$ cat src/sv/lcd_bitplane_capture_core_macros.svh
// ----------------------------------------------------------------------------
// lcd bitplane capture assertion macros
// concurrent assertion wrappers clocked on clk_i, reset by rst_ni
// ----------------------------------------------------------------------------
`ifndef LCD_BITPLANE_CAPTURE_CORE_MACROS_SVH
`define LCD_BITPLANE_CAPTURE_CORE_MACROS_SVH

`ifndef ASSERT_OFF
// checked only out of reset
`define LCDBC_ASSERT(lbl, prop, msg) \
  lbl: assert property (@(posedge clk_i) disable iff (!rst_ni) prop) else $error(msg);
// checked on every edge, reset included
`define LCDBC_ASSERT_ALWAYS(lbl, prop, msg) \
  lbl: assert property (@(posedge clk_i) prop) else $error(msg);
`else
`define LCDBC_ASSERT(lbl, prop, msg)
`define LCDBC_ASSERT_ALWAYS(lbl, prop, msg)
`endif

`endif

$ cat src/sv/lcdbc_pkg.sv
// ----------------------------------------------------------------------------
// lcdbc_pkg
// shared constants and types of the lcd bitplane capture core
// ----------------------------------------------------------------------------
`default_nettype none

package lcdbc_pkg;

  // frame store geometry
  localparam int StoreWords = 8192;
  localparam int AddrW      = $clog2(StoreWords);
  localparam int PtrW       = $clog2(StoreWords + 1);
  localparam int IdxW       = 13;
  localparam int WordW      = 8;
  localparam int NibW       = 4;

  // timing
  localparam int StampW = 32;
  localparam int GuardW = 16;
  localparam logic [GuardW-1:0] GuardReset = GuardW'(9000);

  // command queue
  localparam int FifoDepth = 4;
  localparam int FifoAw    = $clog2(FifoDepth);
  localparam int FifoCntW  = $clog2(FifoDepth + 1);

  // stream payload widths
  localparam int InDataW  = 40;
  localparam int OutDataW = 24;

  // register file
  localparam int PaddrW = 3;
  localparam int PdataW = 32;
  localparam logic RegGuard = 1'b0;

  // classified sample, front to back
  typedef struct packed {
    logic             wrote;
    logic             restart;
    logic             ovf;
    logic             old_vld;
    logic             pol;
    logic [NibW-1:0]  nibble;
    logic [AddrW-1:0] addr;
  } cmd_t;

endpackage

`default_nettype wire

$ cat src/sv/lcdbc_fifo.sv
// ----------------------------------------------------------------------------
// lcdbc_fifo
// short command queue between front and back
// ----------------------------------------------------------------------------
`default_nettype none

module lcdbc_fifo (
  input  wire logic             clk_i,
  input  wire logic             rst_ni,
  input  wire logic             push_i,
  input  wire lcdbc_pkg::cmd_t  cmd_i,
  output logic                  full_o,
  input  wire logic             pop_i,
  output logic                  vld_o,
  output lcdbc_pkg::cmd_t       cmd_o
);

  lcdbc_pkg::cmd_t                 slot_q [lcdbc_pkg::FifoDepth];
  logic [lcdbc_pkg::FifoAw-1:0]    wptr_q, wptr_d;
  logic [lcdbc_pkg::FifoAw-1:0]    rptr_q, rptr_d;
  logic [lcdbc_pkg::FifoCntW-1:0]  cnt_q, cnt_d;
  logic                            do_push;
  logic                            do_pop;

  assign full_o  = (cnt_q == lcdbc_pkg::FifoCntW'(lcdbc_pkg::FifoDepth));
  assign vld_o   = (cnt_q != '0);
  assign cmd_o   = slot_q[rptr_q];
  assign do_push = push_i && !full_o;
  assign do_pop  = pop_i && vld_o;

  always_comb begin
    wptr_d = do_push ? wptr_q + lcdbc_pkg::FifoAw'(1) : wptr_q;
    rptr_d = do_pop ? rptr_q + lcdbc_pkg::FifoAw'(1) : rptr_q;
    cnt_d  = cnt_q;
    if (do_push && !do_pop) begin
      cnt_d = cnt_q + lcdbc_pkg::FifoCntW'(1);
    end else if (do_pop && !do_push) begin
      cnt_d = cnt_q - lcdbc_pkg::FifoCntW'(1);
    end
  end

  always_ff @(posedge clk_i or negedge rst_ni) begin
    if (!rst_ni) begin
      wptr_q <= '0;
      rptr_q <= '0;
      cnt_q  <= '0;
    end else begin
      wptr_q <= wptr_d;
      rptr_q <= rptr_d;
      cnt_q  <= cnt_d;
    end
  end

  always_ff @(posedge clk_i) begin
    if (do_push) begin
      slot_q[wptr_q] <= cmd_i;
    end
  end

endmodule

`default_nettype wire

$ cat config.mk
export PLATFORM = sky130hd
export DESIGN_NAME = lcdbc_fifo
export DESIGN_NICKNAME = d
export VERILOG_FILES = /design/src/sv/lcd_bitplane_capture_core_macros.svh /design/src/sv/lcdbc_pkg.sv /design/src/sv/lcdbc_fifo.sv
export SDC_FILE = /design/constraint.sdc
export NUM_CORES = 1
export LEC_CHECK = 0
export ABC_AREA = 1
export BUFFER_PORTS_ARGS = -buffer_cell sky130_fd_sc_hd__buf_2
export CORE_AREA = 2 2 88 90
export CTS_CLUSTER_DIAMETER = 60
export DETAILED_ROUTE_END_ITERATION = 10
export DIE_AREA = 0 0 90 92
export GPL_TIMING_DRIVEN = 0
export PLACE_DENSITY = 0.76
export SETUP_SLACK_MARGIN = 0.4
export SLEW_MARGIN = 20
export SYNTH_ARGS = -nofsm -noshare
export SYNTH_HDL_FRONTEND = slang
export SYNTH_SLANG_ARGS = --single-unit
$ cat constraint.sdc
create_clock -name clk_i -period 3.74 [get_ports clk_i]
set_input_delay 0.748 -clock clk_i [delete_from_list [all_inputs] [get_ports clk_i]]
set_output_delay 0.748 -clock clk_i [all_outputs]
set_load 0.005 [all_outputs]
Yosys cells after proc, flatten, opt, wreduce, memory -nomap -nowiden
Memories as Yosys holds them, arrays and structs flattened.
Cells that the tools add are included.
{"block": "word_totals", "reg_bits": 7, "latchBits": 0, "ram_bits": 88, "mem_bits_ro": 0, "input_bits": 26, "out_inout_bits": 24, "word_cells": 22, "mem_count": 1}
{"block": "op_classes", "addsub": 4, "multipliers": 0, "n_div": 0, "n_lt_le_gt_ge": 0, "eq_ne": 1, "shift": 0, "n_mux": 4, "bitwise_logic": 0, "n_reduce_logical": 9}
{"name": "slot_q", "words": 4, "word_bits": 22, "rd": 1, "rd_ports_with_merged_regs": 0, "wr": 1, "line": "lcdbc_fifo.sv:18", "rtl": "lcdbc_pkg::cmd_t slot_q [lcdbc_pkg::FifoDepth];"}
{"op": "two-way mux 3 bit", "n": 2}
{"op": "adder 2 x 1 -> 2 bit, second input constant", "n": 2}
{"op": "logical AND 1 bit", "n": 4}
{"op": "adder 3 x 1 -> 3 bit, second input constant", "n": 1}
{"op": "== test 3 bit, second input constant", "n": 1}
{"op": "logical NOT 1 bit", "n": 3}
{"op": "nonzero test 3 bit", "n": 1}
{"op": "subtractor 3 x 1 -> 3 bit, second input constant", "n": 1}
{"op": "two-way mux 1 bit", "n": 2}
{"op": "nonzero test 2 bit", "n": 1}

Logic depth before layout (Yosys ltp)
{"block": "depth", "word_depth": 7, "depth_mapped": 12, "depth_no_buf": 12}

Least setup slack after synthesis
OpenSTA, ideal clock, no wires.
{"block": "synth_path", "path_type": "input to register", "start": "input port push_i", "end": "memory slot_q[0][0] in the netlist's numbering (enable)", "setup_time_ns": 0.401, "arrival_ns": 1.835, "t_required_ns": 3.339, "setup_slack_ns": 1.504, "stages": 2, "path_buffers": 0, "path_cell_list": "nand2_1 nor2_1"}
{"block": "synth_via", "elab_chain_cells": 3}
{"item": "start, declared", "line": "lcdbc_fifo.sv:10", "rtl": "input wire logic push_i,"}
{"item": "logical AND 1 bit", "line": "lcdbc_fifo.sv:28", "rtl": "assign do_push = push_i && !full_o;"}
{"item": "two-way mux 1 bit", "line": "lcdbc_fifo.sv:55", "rtl": "if (do_push) begin"}
{"item": "two-way mux 1 bit (implied by the code)", "line": "lcdbc_fifo.sv:56", "rtl": "slot_q[wptr_q] <= cmd_i;"}
{"item": "end, declared", "line": "lcdbc_fifo.sv:18"}
No other way between the ends.

==> out/summary.txt <==
Outcome: complete, no violations
Top post-synthesis cells by area: edfxtp_1, nand2_1, o211ai_1
Full die area: 0.008280 mm^2
Htree depth: 3
All-Layer GR Usage: 0.1947
Share of cells above drive strength 1: 0.2304
Leading area contributor after synthesis: edfxtp_1
Site Rows: 32
Leakage: 1.921 nW
Critical path type: flip-flop to output port
R2R depth: 9
Drt pass-1 iters: 4
Most frequent cells in the layout: edfxtp_1, nand2_1, inv_1
Top delay family on crit path: buffers and inverters
Final Critical Period: 2275 ps
Min-delay worst type: input port to async pin
Via density: 5.091
Worst Path Required: 2990 ps
Post-CTS Setup Bufs: 0
Setup crit start: rptr_q[1]$_DFFE_PN0P_
Max Clk Rate: 439.7 MHz
Largest net degree at the start of global routing: 23
Max Buffers Root-to-Sink: 2
Smallest hold slack: 215.8 ps
TritonCTS clock tree: built
PortBufs: 49
CP Max Fanout: 10
RSZ-0062 raised after global routing: no
Relative slew slack: 0.4911
Post-Synthesis Cell Area: 0.003995 mm^2
Slew @ Worst Pin: 761.5 ps
Core Footprint: 0.007447 mm^2
Area delta synth->final: 14.41%
Nets@finish: 409
Clk Latency, worst-skew pair: 360 ps
Die Ht: 92 um
Reg-to-reg critical path endpoint: cnt_q[1]$_DFFE_PN0P_
Synth top area share: 0.6614
Post-CTS resize count: 0
Crit-path cells: buf_2 -> inv_2 -> clkbuf_4 -> o211ai_1 -> nand2_1 -> buf_2
Number of inserted diodes: 0
Via count: 2464
WL/cell: 15.33 um
CTS Buf Count: 9
CP Capture Point: cmd_o[4]
Hpwl dp: 4.779 mm
Pwr Density: 738.6 mW/mm^2
Number of synthesis warnings: 0
Number of hold buffers added after cts: 0
Mean area per synthesized cell: 12.60 um^2
Setup crit start kind: flip-flop
Max_cap viols: 0
Buffers & Inverters on Critical Path: 4
Final wirelength: 7.419 mm
R2r setup slk: 1630 ps
Seq/Total Area, Yosys: 0.7053
Levels on crit path: 6
Aggregate global routing overflow: 0
Sink Count: 95
Worst-path clk slew: 90 ps
Io pins: 50
Clock Tree Root: clkbuf_8
Worst vdd ir: 0.0003310 V
Synth cell types: 19
Fin. max-slew vios: 0
Vias in the first global route: 2547
Crit-path max cell delay: 360 ps
Most used cell, CP: buf_2
CP Data Arrival Time: 1530 ps
Starting Density: 0.5365
Worst r2r src: cnt_q[0]$_DFFE_PN0P_
Hold Fails Final Rpt: 0
First-pass GRT wire length: 12.13 mm
Setup TNS: 0 ps
Most common cell after layout, fill and taps aside: edfxtp_1
CP Capture Type: output port
Yosys reg bits: 95
Crit share post-route: 0.6082
Clock Skews: 8.639 ps
Syn_nets: 349
Synth Instances: 317
Final Wtd Congestion: 0.7325
Initial antenna violation count: 0
CP max stage cell: dfrtp_1
Routed Antenna Nets: 0
Die Wd: 90 um
Starting DRC count in detailed routing: 147
Final number of setup-violating endpoints: 0
# DRC: 0
## worst min path at each step
stage                    startpoint                    end  slack [ps]  cells past startpoint
2_1_floorplan                rst_ni   cnt_q[0]$_DFFE_PN0P_         450                      0
3_3_place_gp   cnt_q[2]$_DFFE_PN0P_   cnt_q[2]$_DFFE_PN0P_         480                      2
3_5_place_dp   cnt_q[2]$_DFFE_PN0P_   cnt_q[2]$_DFFE_PN0P_         510                      2
4_1_cts                      rst_ni  wptr_q[0]$_DFFE_PN0P_         210                      1
5_1_grt                      rst_ni  wptr_q[0]$_DFFE_PN0P_         220                      1
6_report                     rst_ni  rptr_q[1]$_DFFE_PN0P_         220                      1
## logic make-up (layout without fill, tap and decap cells)
logic type | after synthesis | in the layout | synth area share
xor gates and xnor gates | 1 | 1 | 0.002193
adders and majority gates | 6 | 6 | 0.02067
buffers and inverters | 74 | 139 | 0.08989
DFF | 95 | 95 | 0.7053
and+or+nand+nor | 96 | 96 | 0.09301
AOI/OAI and AO/OA | 45 | 45 | 0.08894
## worst reg2reg max path, cell delays in order (launching register included)
cell	delay (ps)
dfrtp_1	430
inv_1	100
nand3_1	140
nand2_1	380
inv_1	100
ha_1	220
inv_1	80
fa_1	410
nand2_1	70
o21ai_0	70
## cell type report
class	count	area [um^2]
Inverter	60	227.7
Buffer	14	131.4
Tap cell	102	127.6
Sequential cell	95	2818
Timing Repair Buffer	49	245.2
Clock buffer	10	127.6
Clock inverter	6	45.04
Fill cell	611	2877
Multi-Input combinational cell	148	848.3
## routing by layer
metal,share of wire,track usage,wire [um],up-vias
li1,-,-,-,1201
met1,0.43,0.2309,3180,1183
met2,0.51,0.3434,3758,65
met3,0.037,0.02547,275,15
met4,0.027,0.1115,204,0
met5,0,0,0,-
## where the power goes
| group | switching, W | internal, W |
|---|---|---|
| clock | 0.000346 | 0.000244 |
| combinational | 0.000804 | 0.000501 |
| sequential | 0.0000745 | 0.00141 |
## metrics by stage
stage                     power, W  utilization  instances  setup slack (ps)  cell area [um^2]
after detailed placement  0.002828       0.5906        468              1443              4398
final                     0.003376       0.6137        484              1465              4571
after global placement    0.002758       0.5865        468             618.7              4368
after floorplan           0.002329            -        317              1504              3995
after CTS                 0.003414       0.6137        484              1455              4571
after global routing      0.003612       0.6137        484              1341              4571
## sequential cells by signal (all words and copies together), names as in the netlist
| name | count |
|---|---|
| rptr_q | 2 |
| cnt_q | 3 |
| slot_q | 88 |
| wptr_q | 2 |
## synthesized netlist by cell type
library cell,number
buf_4,1
inv_1,58
nor2_1,4
buf_6,9
inv_4,1
nand3_1,7
o211ai_1,40
buf_2,3
xnor2_1,1
o21ai_0,1
dfrtp_1,7
edfxtp_1,88
ha_1,5
clkbuf_4,1
nand4_1,1
nand2_1,84
inv_2,1
o211ai_2,4
fa_1,1
(Power assumes the default switching activity.)
