==> src/sv/lcd_bitplane_capture_core_macros.svh <==
// ----------------------------------------------------------------------------
// lcd bitplane capture assertion macros
// concurrent assertion wrappers clocked on clk_i, reset by rst_ni
// ----------------------------------------------------------------------------
`ifndef LCD_BITPLANE_CAPTURE_CORE_MACROS_SVH
`define LCD_BITPLANE_CAPTURE_CORE_MACROS_SVH

`ifndef ASSERT_OFF
// checked only out of reset
`define LCDBC_ASSERT(lbl, prop, msg) \
  lbl: assert property (@(posedge clk_i) disable iff (!rst_ni) prop) else $error(msg);
// checked on every edge, reset included
`define LCDBC_ASSERT_ALWAYS(lbl, prop, msg) \
  lbl: assert property (@(posedge clk_i) prop) else $error(msg);
`else
`define LCDBC_ASSERT(lbl, prop, msg)
`define LCDBC_ASSERT_ALWAYS(lbl, prop, msg)
`endif

`endif

==> src/sv/lcdbc_pkg.sv <==
// ----------------------------------------------------------------------------
// lcdbc_pkg
// shared constants and types of the lcd bitplane capture core
// ----------------------------------------------------------------------------
`default_nettype none

package lcdbc_pkg;

  // frame store geometry
  localparam int StoreWords = 8192;
  localparam int AddrW      = $clog2(StoreWords);
  localparam int PtrW       = $clog2(StoreWords + 1);
  localparam int IdxW       = 13;
  localparam int WordW      = 8;
  localparam int NibW       = 4;

  // timing
  localparam int StampW = 32;
  localparam int GuardW = 16;
  localparam logic [GuardW-1:0] GuardReset = GuardW'(9000);

  // command queue
  localparam int FifoDepth = 4;
  localparam int FifoAw    = $clog2(FifoDepth);
  localparam int FifoCntW  = $clog2(FifoDepth + 1);

  // stream payload widths
  localparam int InDataW  = 40;
  localparam int OutDataW = 24;

  // register file
  localparam int PaddrW = 3;
  localparam int PdataW = 32;
  localparam logic RegGuard = 1'b0;

  // classified sample, front to back
  typedef struct packed {
    logic             wrote;
    logic             restart;
    logic             ovf;
    logic             old_vld;
    logic             pol;
    logic [NibW-1:0]  nibble;
    logic [AddrW-1:0] addr;
  } cmd_t;

endpackage

`default_nettype wire

==> src/sv/lcdbc_front.sv <==
// ----------------------------------------------------------------------------
// lcdbc_front
// edge and polarity detection, write pointer and fill mark, restart guard
// ----------------------------------------------------------------------------
`default_nettype none

`include "lcd_bitplane_capture_core_macros.svh"

module lcdbc_front (
  input  wire logic                          clk_i,
  input  wire logic                          rst_ni,
  input  wire logic                          in_valid_i,
  output logic                               in_ready_o,
  input  wire logic                          pix_clk_i,
  input  wire logic                          frame_pol_i,
  input  wire logic [lcdbc_pkg::NibW-1:0]    data_nibble_i,
  input  wire logic [lcdbc_pkg::StampW-1:0]  now_us_i,
  input  wire logic [lcdbc_pkg::GuardW-1:0]  guard_us_i,
  input  wire logic                          q_full_i,
  output logic                               push_o,
  output lcdbc_pkg::cmd_t                    cmd_o
);

  logic                          armed_q, armed_d;
  logic                          prev_clk_q, prev_clk_d;
  logic                          prev_pol_q, prev_pol_d;
  logic [lcdbc_pkg::StampW-1:0]  stamp_q, stamp_d;
  logic [lcdbc_pkg::PtrW-1:0]    ptr_q, ptr_d;
  logic [lcdbc_pkg::PtrW-1:0]    hwm_q, hwm_d;

  logic                          acc;
  logic                          active;
  logic                          rise;
  logic                          full;
  logic                          wr;
  logic                          restart;
  logic [lcdbc_pkg::StampW-1:0]  stamp_eff;
  logic [lcdbc_pkg::StampW-1:0]  elapsed;

  assign in_ready_o = !q_full_i;
  assign acc        = in_valid_i && in_ready_o;
  assign push_o     = acc;

  always_comb begin
    active    = armed_q || frame_pol_i;
    stamp_eff = armed_q ? stamp_q : now_us_i;
    elapsed   = now_us_i - stamp_eff;
    rise      = active && pix_clk_i && !prev_clk_q;
    full      = (ptr_q == lcdbc_pkg::PtrW'(lcdbc_pkg::StoreWords));
    wr        = rise && !full;
    restart   = active && (frame_pol_i != prev_pol_q) &&
                (elapsed > lcdbc_pkg::StampW'(guard_us_i));

    cmd_o.wrote   = wr;
    cmd_o.restart = restart;
    cmd_o.ovf     = rise && full;
    cmd_o.old_vld = (ptr_q < hwm_q);
    cmd_o.pol     = frame_pol_i;
    cmd_o.nibble  = data_nibble_i;
    cmd_o.addr    = ptr_q[lcdbc_pkg::AddrW-1:0];
  end

  always_comb begin
    armed_d    = armed_q;
    prev_clk_d = prev_clk_q;
    prev_pol_d = prev_pol_q;
    stamp_d    = stamp_q;
    ptr_d      = ptr_q;
    hwm_d      = hwm_q;
    if (acc && active) begin
      armed_d    = 1'b1;
      prev_clk_d = pix_clk_i;
      prev_pol_d = frame_pol_i;
      stamp_d    = (restart || !armed_q) ? now_us_i : stamp_q;
      // everything below the fill mark has been written since reset
      if (wr && (ptr_q == hwm_q)) begin
        hwm_d = hwm_q + lcdbc_pkg::PtrW'(1);
      end
      if (restart) begin
        ptr_d = '0;
      end else if (wr) begin
        ptr_d = ptr_q + lcdbc_pkg::PtrW'(1);
      end
    end
  end

  always_ff @(posedge clk_i or negedge rst_ni) begin
    if (!rst_ni) begin
      armed_q    <= 1'b0;
      prev_clk_q <= 1'b0;
      prev_pol_q <= 1'b0;
      stamp_q    <= '0;
      ptr_q      <= '0;
      hwm_q      <= '0;
    end else begin
      armed_q    <= armed_d;
      prev_clk_q <= prev_clk_d;
      prev_pol_q <= prev_pol_d;
      stamp_q    <= stamp_d;
      ptr_q      <= ptr_d;
      hwm_q      <= hwm_d;
    end
  end

  `LCDBC_ASSERT(a_ptr_within_fill, ptr_q <= hwm_q, "write pointer beyond fill mark")
  `LCDBC_ASSERT(a_fill_bounded, hwm_q <= lcdbc_pkg::PtrW'(lcdbc_pkg::StoreWords), "fill mark beyond store")
  `LCDBC_ASSERT(a_restart_rewinds, acc && restart |=> ptr_q == '0, "restart did not rewind pointer")

endmodule

`default_nettype wire

==> config.mk <==
export PLATFORM = sky130hd
export DESIGN_NAME = lcdbc_front
export DESIGN_NICKNAME = d
export VERILOG_FILES = /design/src/sv/lcdbc_pkg.sv /design/src/sv/lcdbc_front.sv
export VERILOG_INCLUDE_DIRS = /design/src /design/src/sv
export SDC_FILE = /design/constraint.sdc
export NUM_CORES = 1
export LEC_CHECK = 0
export CAP_MARGIN = 30
export CORE_MARGIN = 10
export CORE_UTILIZATION = 30
export CTS_CLUSTER_DIAMETER = 100
export DETAILED_ROUTE_END_ITERATION = 8
export DONT_BUFFER_PORTS = 1
export GPL_ROUTABILITY_DRIVEN = 0
export GPL_TIMING_DRIVEN = 0
export PLACE_DENSITY_LB_ADDON = 0.15
export RECOVER_POWER = 25
export SYNTH_ARGS = -nofsm -noshare
export SYNTH_HDL_FRONTEND = slang
export SYNTH_SLANG_ARGS = --single-unit
==> constraint.sdc <==
create_clock -name clk_i -period 7.5 [get_ports clk_i]
set_input_delay 1.5 -clock clk_i [delete_from_list [all_inputs] [get_ports clk_i]]
set_output_delay 1.5 -clock clk_i [all_outputs]
set_load 0.005 [all_outputs]
# Word level (Yosys, flattened, before mapping)
# Index checks and enable logic that the tools add are counted.
# Widths: inputs -> output; s select.
# totals
mem_bits_rw	0
output_inout_bits	24
wordCells	36
mem_bits_ro	0
memories	0
input_bits	58
reg_bits	63
latchBits	0
# op_classes
mul	0
shift	0
n_reduce_logical	19
bitwise_logic	0
order_cmp	2
mux	3
add_sub_neg	3
n_eq_ne	3
n_div	0
# ops
op	count
$gt 32x16->1	1
$mux 32	1
$sub 32x32->32	1
$add 14x1->14 const B	2
$mux 14	2
$eq 14x14->1	1
$eq 14x14->1 const B	1
$lt 14x14->1	1
$logic_and 1x1->1	9
$reduce_and 2->1	3
$logic_not 1->1	4
$logic_or 1x1->1	2
$reduce_bool 2->1	1
$ne 1x1->1	1

# Logic depth before layout (Yosys ltp)
# Gate-level depths: netlist of run 1.
# depth
word_depth	6
depth_mapped	24
ltp_nobuf	20

# Least setup slack after synthesis of run 1
# No wires, ideal clock.
# synth_timing
path_type	input port to output port
from	input now_us_i[6] (netlist bit)
to	output cmd_o[20] (netlist bit)
arrival_time_ns	4.963
required_time_ns	6.000
setup_slack_ns	1.037
cell_stages	21
n_path_buf	3
path_cell_list	inv_1 > o21a_1 > ha_1 > a21oi_1 > nand2_1 > o21a_1 > a211oi_1 > o21ai_0 > xor2_1 > ha_1 > nand4_1 > a21oi_1 > nor3_1 > a21oi_1 > a2111oi_0 > nand3_1 > and4b_1 > buf_4 > buf_6 > nor2_1 > buf_4
# synth_via
elab_chain_cells	4
# synth_lines
item	line_no	rtl
start: declaration	lcdbc_front.sv:17	input wire logic [lcdbc_pkg::StampW-1:0] now_us_i,
$mux 32	lcdbc_front.sv:46	stamp_eff = armed_q ? stamp_q : now_us_i;
$sub 32x32->32 *	lcdbc_front.sv:47	elapsed = now_us_i - stamp_eff;
$gt 32x16->1 *	lcdbc_front.sv:52	(elapsed > lcdbc_pkg::StampW'(guard_us_i));
$logic_and 1x1->1 *	lcdbc_front.sv:51	restart = active && (frame_pol_i != prev_pol_q) &&
end: declaration	lcdbc_front.sv:21	output lcdbc_pkg::cmd_t cmd_o
# Every way passes the cells marked *; elsewhere a longest branch is shown, timed or not.

# Worst setup path after layout of run 1
# layout_timing
from	input now_us_i[0] (netlist bit)
to	output cmd_o[20] (netlist bit)
# Same word-level chain as after synthesis.

==> results of run 1 <==
==> final cells by class <==
cell class                 count  share of cell area, %
multi-input combinational    686                  61.87
sequential                    63                  20.86
buffer                        68                  5.029
tap                          285                  4.715
inverter                      74                  3.672
clock buffer                  12                  3.259
clock inverter                 4                 0.5955
==> power by group <==
part           total, mW  internal [mW]  switching [mW]  leakage, nW
sequential         0.421          0.389          0.0316        0.727
clock              0.427          0.265           0.162        0.146
combinational      0.939          0.378           0.561         2.31
==> state kept, by name (all words and copies together) (netlist names) <==
signal / count
stamp_q: 32
prev_clk_q: 1
ptr_q: 14
hwm_q: 14
armed_q: 1
prev_pol_q: 1
==> cell usage after synthesis, types with 5 or more instances <==
cell / instances / share of area, %
buf_6: 5 / 0.82
nand4_1: 24 / 2.2
nor2b_1: 7 / 0.64
ha_1: 66 / 12
inv_1: 74 / 4.0
nand2b_1: 8 / 0.73
a21o_1: 6 / 0.65
nor4_1: 9 / 0.82
dfrtp_1: 63 / 23
o21a_1: 37 / 4.0
nand3_1: 48 / 3.5
mux2_2: 30 / 4.9
buf_1: 5 / 0.27
nor3_1: 38 / 2.8
clkbuf_1: 36 / 2.0
o211ai_1: 39 / 4.3
nand2_1: 91 / 5.0
and3_1: 5 / 0.45
nor2_1: 48 / 2.6
o21ai_0: 27 / 2.0
buf_4: 21 / 2.3
xor2_1: 15 / 1.9
and2_1: 6 / 0.55
a211oi_1: 7 / 0.76
o22ai_1: 6 / 0.55
a21oi_1: 79 / 5.7
xnor2_1: 28 / 3.6
==> metal layers <==
layer  track usage (%)  routed length [um]  vias to the layer above
met1             20.39               10530                     2922
met3             3.576                1295                       13
met5                 0                   0                        -
met2             23.26                9896                      104
li1                  -                   -                     3215
met4             3.478                 243                        0
==> stage by stage <==
step / util (%) / area [um2] / TNS, ns
after global routing: 33.41 / 7564 / 0
after floorplan: - / 6888 / 0
after CTS: 33.35 / 7551 / 0
after detailed placement: 32.00 / 7244 / -0.3662
after global placement: 32.00 / 7244 / -0.3572
final: 33.41 / 7564 / 0
==> final timing paths <==
kind,start,end,slack [ns]
min in group asynchronous,rst_ni,ptr_q[10],0.86
setup reg to reg,armed_q,ptr_q[3],2.07
hold reg to reg,hwm_q[2],hwm_q[2],0.47
hold / removal,hwm_q[2],hwm_q[2],0.47
max in group asynchronous,rst_ni,armed_q,6.51
setup / recovery,now_us_i[0],cmd_o[20],0.36
==> cells by family (layout without fill, tap and decap cells) <==
logic type | after synthesis | count (layout)
adder cells (fa/ha/maj) | 67 | 67
buffers and inverters | 143 | 158
AND/OR/NAND/NOR | 301 | 301
multiplexers | 34 | 34
flip-flops | 63 | 63
AO/OA/AOI/OAI | 241 | 241
XOR/XNOR | 43 | 43
==> timing repair <==
action / in CTS / in global routing
resized for setup: 5 / 8
pin swaps: 0 / 0
setup buffers: 0 / 0
setup endpoints to repair: 1 / 1
==> critical path, cell delays in order <==
cell       delay (ns)
nand2b_1         0.07
nand2_1          0.07
ha_1             0.21
fa_1             0.41
nand2b_1         0.20
a21oi_2          0.27
o21ai_0          0.22
o211a_1          0.34
xnor2_1          0.15
ha_1             0.30
nand4_1          0.17
a21oi_1          0.16
nor3_1           0.06
a21oi_1          0.25
a2111oi_1        0.10
nand3_1          0.09
and4b_1          0.22
buf_4            0.18
buf_6            0.14
nor2_1           0.33
buf_4            0.19
==> flow_summary_export.csv, run 1 <==
group,metric,value,unit
critical_path,startpoint_type,"input port",
critical_path,worstPathRequired,6.00,ns
sta,fin_skew,0.002686,ns
floorplanning,rows,55,
floorplanning,die_h,171.5,um
finish,nets,1027,
global_route,track_usage,14.97,%
sta,drv_slew,0,
drt,vias,6254,
yosys,synth_xor_area_share,5.468,%
cts,cts_buffer_depth,2,
yosys,ys_seq_area_share,22.89,%
sta,fmax,0.1401,GHz
yosys,synth_compound_area_share,23.29,%
finish,area_growth,9.809,%
yosys,synth_fa_ha_area_share,12.28,%
finish,layout_commonest_cell,"nand2_1",
critical_path,arrival,5.64,ns
drt,antenna_left,0,
cts,cts_buffers,9,
critical_path,worstSetupEndpointType,"primary output",
global_route,grt_pass1_wl,34800,um
sta,worst_slack,0.3604,ns
cts,cts_tree,"yes",
min_path,hold_class,"reg2reg",
critical_path,reg2reg_depth,22,
floorplanning,ios,82,
cts,clkSinkCount,63,
yosys,netlist_instances,892,
floorplanning,fp.coreArea,22640,um2
run_status,status,"finished clean",
drt,firstDrtPassIters,4,
yosys,synth_area,6888,um2
sta,finalSetupViolCount,0,
drt,drc,0,
placed_design,hpwl,17030,um
cts,clk_pin_slew,0.06,ns
sta,period_share,95.19,%
power_and_ir_drop,p_leak,3.180,nW
floorplanning,start_util,30.42,%
drt,routed_via_density,5.247,
min_path,hold-path-cell-count,1,
sta,relSlewSlack,51.37,%
sta,fin_crit,7.140,ns
finish,diodes,0,
placed_design,dp_cells,1177,
yosys,synth_nets,1017,
yosys,synth_top_family_by_area,"compound AO/OA/AOI/OAI gates",
finish,seqCellArea,1578,um2
placed_design,portBuffers,0,
power_and_ir_drop,p_total,1.787,mW
run,maxCapViolations,0,
yosys,ys.flop_type,"dfrtp_1",
global_route,grt_pass1_vias,6232,
placed_design,pre_cts_slack,-0.3662,ns
cts,holdBufCountCts,0,
finish,drive_gt1_share,10.14,%
yosys,synth.mux.area_fraction,5.504,%
floorplanning,die_w,171.5,um
finish,fin_cells,1192,
finish,multi_input_area,4679,um2
yosys,synth_edf_count,0,
yosys,ys_warn_count,0,
yosys,ys_types,65,
drt,wl_per_cell,18.43,um
yosys,synth_seq_cells,63,
cts,h-tree-depth,3,
finish,mostFrequentLayoutCells,"nand2_1, a21oi_1, inv_1, ha_1, dfrtp_1",
global_route,antenna_found_initial,0,
power_and_ir_drop,ir_drop,110.2,uV
yosys,yosys.area_share.simple,21.05,%
yosys,synth_area_per_cell,7.722,um2
drt,drt-total-wl,21960,um
critical_path,path_class,"in2out",
floorplanning,die-area,29420,um2
sta,rsz0062_at_grt,"no",
power_and_ir_drop,cellPowerDensity,236.3,nW/um2
global_route,overflow,0,
cts,clk_latency,0.34,ns
drt,detailedRoute.firstIterationViolations,390,
sta,hold_viol_final,0,
finish,n_fill_cell,2412,
yosys,async_reset_ff_share,100.0,%
critical_path,critPathMaxFanout,10,
sta,tightest_slew,0.7091,ns
sta,hold_slack,0.4733,ns
global_route,grt_max_degree,64,
cts,clock-root-buffer,"clkbuf_16",
Note: power is estimated with default switching activity, not from simulation.
==> run 2, diff against run 1 <==
--- a/config.mk
+++ b/config.mk
@@ -7,15 +7,14 @@
 export NUM_CORES = 1
 export LEC_CHECK = 0
 export CAP_MARGIN = 30
-export CORE_MARGIN = 10
 export CORE_UTILIZATION = 30
+export CTS_BUF_LIST = sky130_fd_sc_hd__clkbuf_4 sky130_fd_sc_hd__clkbuf_8
 export CTS_CLUSTER_DIAMETER = 100
 export DETAILED_ROUTE_END_ITERATION = 8
 export DONT_BUFFER_PORTS = 1
 export GPL_ROUTABILITY_DRIVEN = 0
 export GPL_TIMING_DRIVEN = 0
 export PLACE_DENSITY_LB_ADDON = 0.15
-export RECOVER_POWER = 25
 export SYNTH_ARGS = -nofsm -noshare
 export SYNTH_HDL_FRONTEND = slang
 export SYNTH_SLANG_ARGS = --single-unit
==> run 2 against run 1 <==
Against the previous run:
- flip-flop and latch count stayed put
- critical endpoint unchanged
- critical path type unchanged
- combinational power hardly changed
- worst setup slack worse by 0.021 ns
- sequential power hardly changed
- power is 4.7% lower
- highest routed layer unchanged
==> flow_summary_export.csv, run 2 (same netlist as run 1, synthesis figures left out) <==
group,metric,value,unit
sta,fin_skew,0.01129,ns
cts,clk_latency,0.37,ns
floorplanning,die_h,153.5,um
sta,fin_setup_tns,0,ns
cts,clk_pin_slew,0.07,ns
sta,finalSetupViolCount,0,
critical_path,reg2reg_from,"armed_q",
sta,hold_viol_final,0,
global_route,track_usage,18.45,%
drt,detailedRoute.firstIterationViolations,386,
min_path,min_to,"hwm_q[2]",
finish,drive_gt1_share,10.25,%
cts,cts_tree,"yes",
critical_path,critPathMaxFanout,10,
finish,largest_reg_flops,32,
floorplanning,die_w,153.5,um
floorplanning,fp.coreArea,22570,um2
cts,cts_buffer_depth,2,
drt,drc,0,
critical_path,reg2reg_depth,22,
drt,drt-total-wl,21230,um
floorplanning,die-area,23570,um2
power_and_ir_drop,p_total,1.703,mW
placed_design,dp_cells,1177,
critical_path,regToRegEndpoint,"ptr_q[0]",
finish,n_fill_cell,2479,
sta,drv_slew,0,
placed_design,pre_cts_slack,-0.3406,ns
global_route,antenna_found_initial,0,
cts,post-cts-setup-buffers,0,
power_and_ir_drop,ir_drop,93.26,uV
power_and_ir_drop,cellPowerDensity,227.3,nW/um2
finish,fin_util,33.19,%
drt,antenna_left,0,
run,maxCapViolations,0,
placed_design,portBuffers,0,
critical_path,worstPathRequired,6.00,ns
min_path,hold_class,"reg2reg",
global_route,grt_max_degree,64,
critical_path,arrival,5.66,ns
sta,hold_slack,0.4740,ns
sta,fin_crit,7.160,ns
global_route,grt_pass1_wl,34310,um
finish,top_regs,"stamp_q: 32 flops, hwm_q: 14 flops, ptr_q: 14 flops",
critical_path,worstSetupEndpointType,"primary output",
finish,design_area,7491,um2
cts,cts_buffers,9,
drt,wl_per_cell,17.81,um
floorplanning,ios,82,
drt,routed_via_density,5.337,
sta,worst_slack,0.3396,ns
critical_path,path_class,"in2out",
finish,nets,1027,
floorplanning,rows,55,
global_route,overflow,0,
global_route,grt_pass1_vias,6253,
finish,layout_commonest_cell,"nand2_1",
placed_design,placed_area,7244,um2
critical_path,startpoint_type,"input port",
placed_design,hpwl,16310,um
min_path,hold-path-cell-count,1,
power_and_ir_drop,p_leak,3.137,nW
cts,clkSinkCount,63,
sta,relSlewSlack,50.86,%
sta,rsz0062_at_grt,"no",
cts,h-tree-depth,3,
floorplanning,start_util,30.52,%
finish,area_growth,8.756,%
finish,fin_cells,1192,
sta,period_share,95.47,%
cts,clock-root-buffer,"clkbuf_8",
sta,fmax,0.1397,GHz
drt,vias,6362,
finish,top_register,"stamp_q",
finish,diodes,0,
run_status,status,"finished clean",
min_path,min_from,"hwm_q[2]",
sta,tightest_slew,0.7294,ns
drt,firstDrtPassIters,5,
critical_path,ff2ff_setup_slack,1.94,ns
finish,mostFrequentLayoutCells,"nand2_1, a21oi_1, inv_1, ha_1, dfrtp_1",
-- run 2: cell count changes in the layout (fill, tap and decap cells not counted), moves of 2 or more --
cell / change
clkinvlp_4: +2
clkbuf_8: +8
clkbuf_16: -9
clkinv_4: +2
clkinv_2: -2
-- run 2: per-layer routing --
layer | global-route usage, % | vias up | share of wire (%)
met5 | 0 | - | 0
met4 | 6.714 | 0 | 2.4
met3 | 3.213 | 29 | 5.3
met2 | 28.59 | 150 | 44
met1 | 25.55 | 2966 | 48
li1 | - | 3217 | -
-- run 2: critical path: stages --
cell and delay [ns]:
nand2b_1 0.07, nand2_1 0.06, ha_1 0.20, fa_1 0.42, nand2b_1 0.19, a21oi_2 0.25, o21ai_0 0.21, o211a_1 0.34
xnor2_1 0.15, ha_1 0.30, nand4_1 0.18, a21oi_1 0.17, nor3_1 0.06, a21oi_1 0.29, a2111oi_0 0.12, nand3_1 0.10
and4b_1 0.21, buf_4 0.17, buf_6 0.14, nor2_1 0.32, buf_4 0.19
-- run 2: cell type report --
type                       instances  area [um2]  area share, %
clock inverter                     7       97.59          1.303
inverter                          74       277.8          3.708
clock buffer                       9       123.9          1.654
buffer                            68       379.1          5.061
multi-input combinational        686        4678          62.45
tap                              285       356.6          4.760
sequential                        63        1578          21.06
-- run 2: worst max path at each step --
stage,from,end
floorplan,now_us_i[6],cmd_o[20]
global placement,armed_q,cmd_o[20]
detailed placement,armed_q,cmd_o[20]
CTS,armed_q,cmd_o[20]
global route,now_us_i[0],cmd_o[20]
finish,now_us_i[0],cmd_o[20]
-- run 2: repair_timing --
| item | in CTS | in global routing |
|---|---|---|
| hold buffers | 0 | 0 |
| endpoints found under the setup margin | 1 | 1 |
| gates resized for setup | 5 | 5 |
-- run 2: report_power, final --
part / internal [mW] / switching, mW / total [mW]
sequential: 0.388 / 0.0312 / 0.420
clock: 0.187 / 0.160 / 0.347
combinational: 0.377 / 0.559 / 0.936
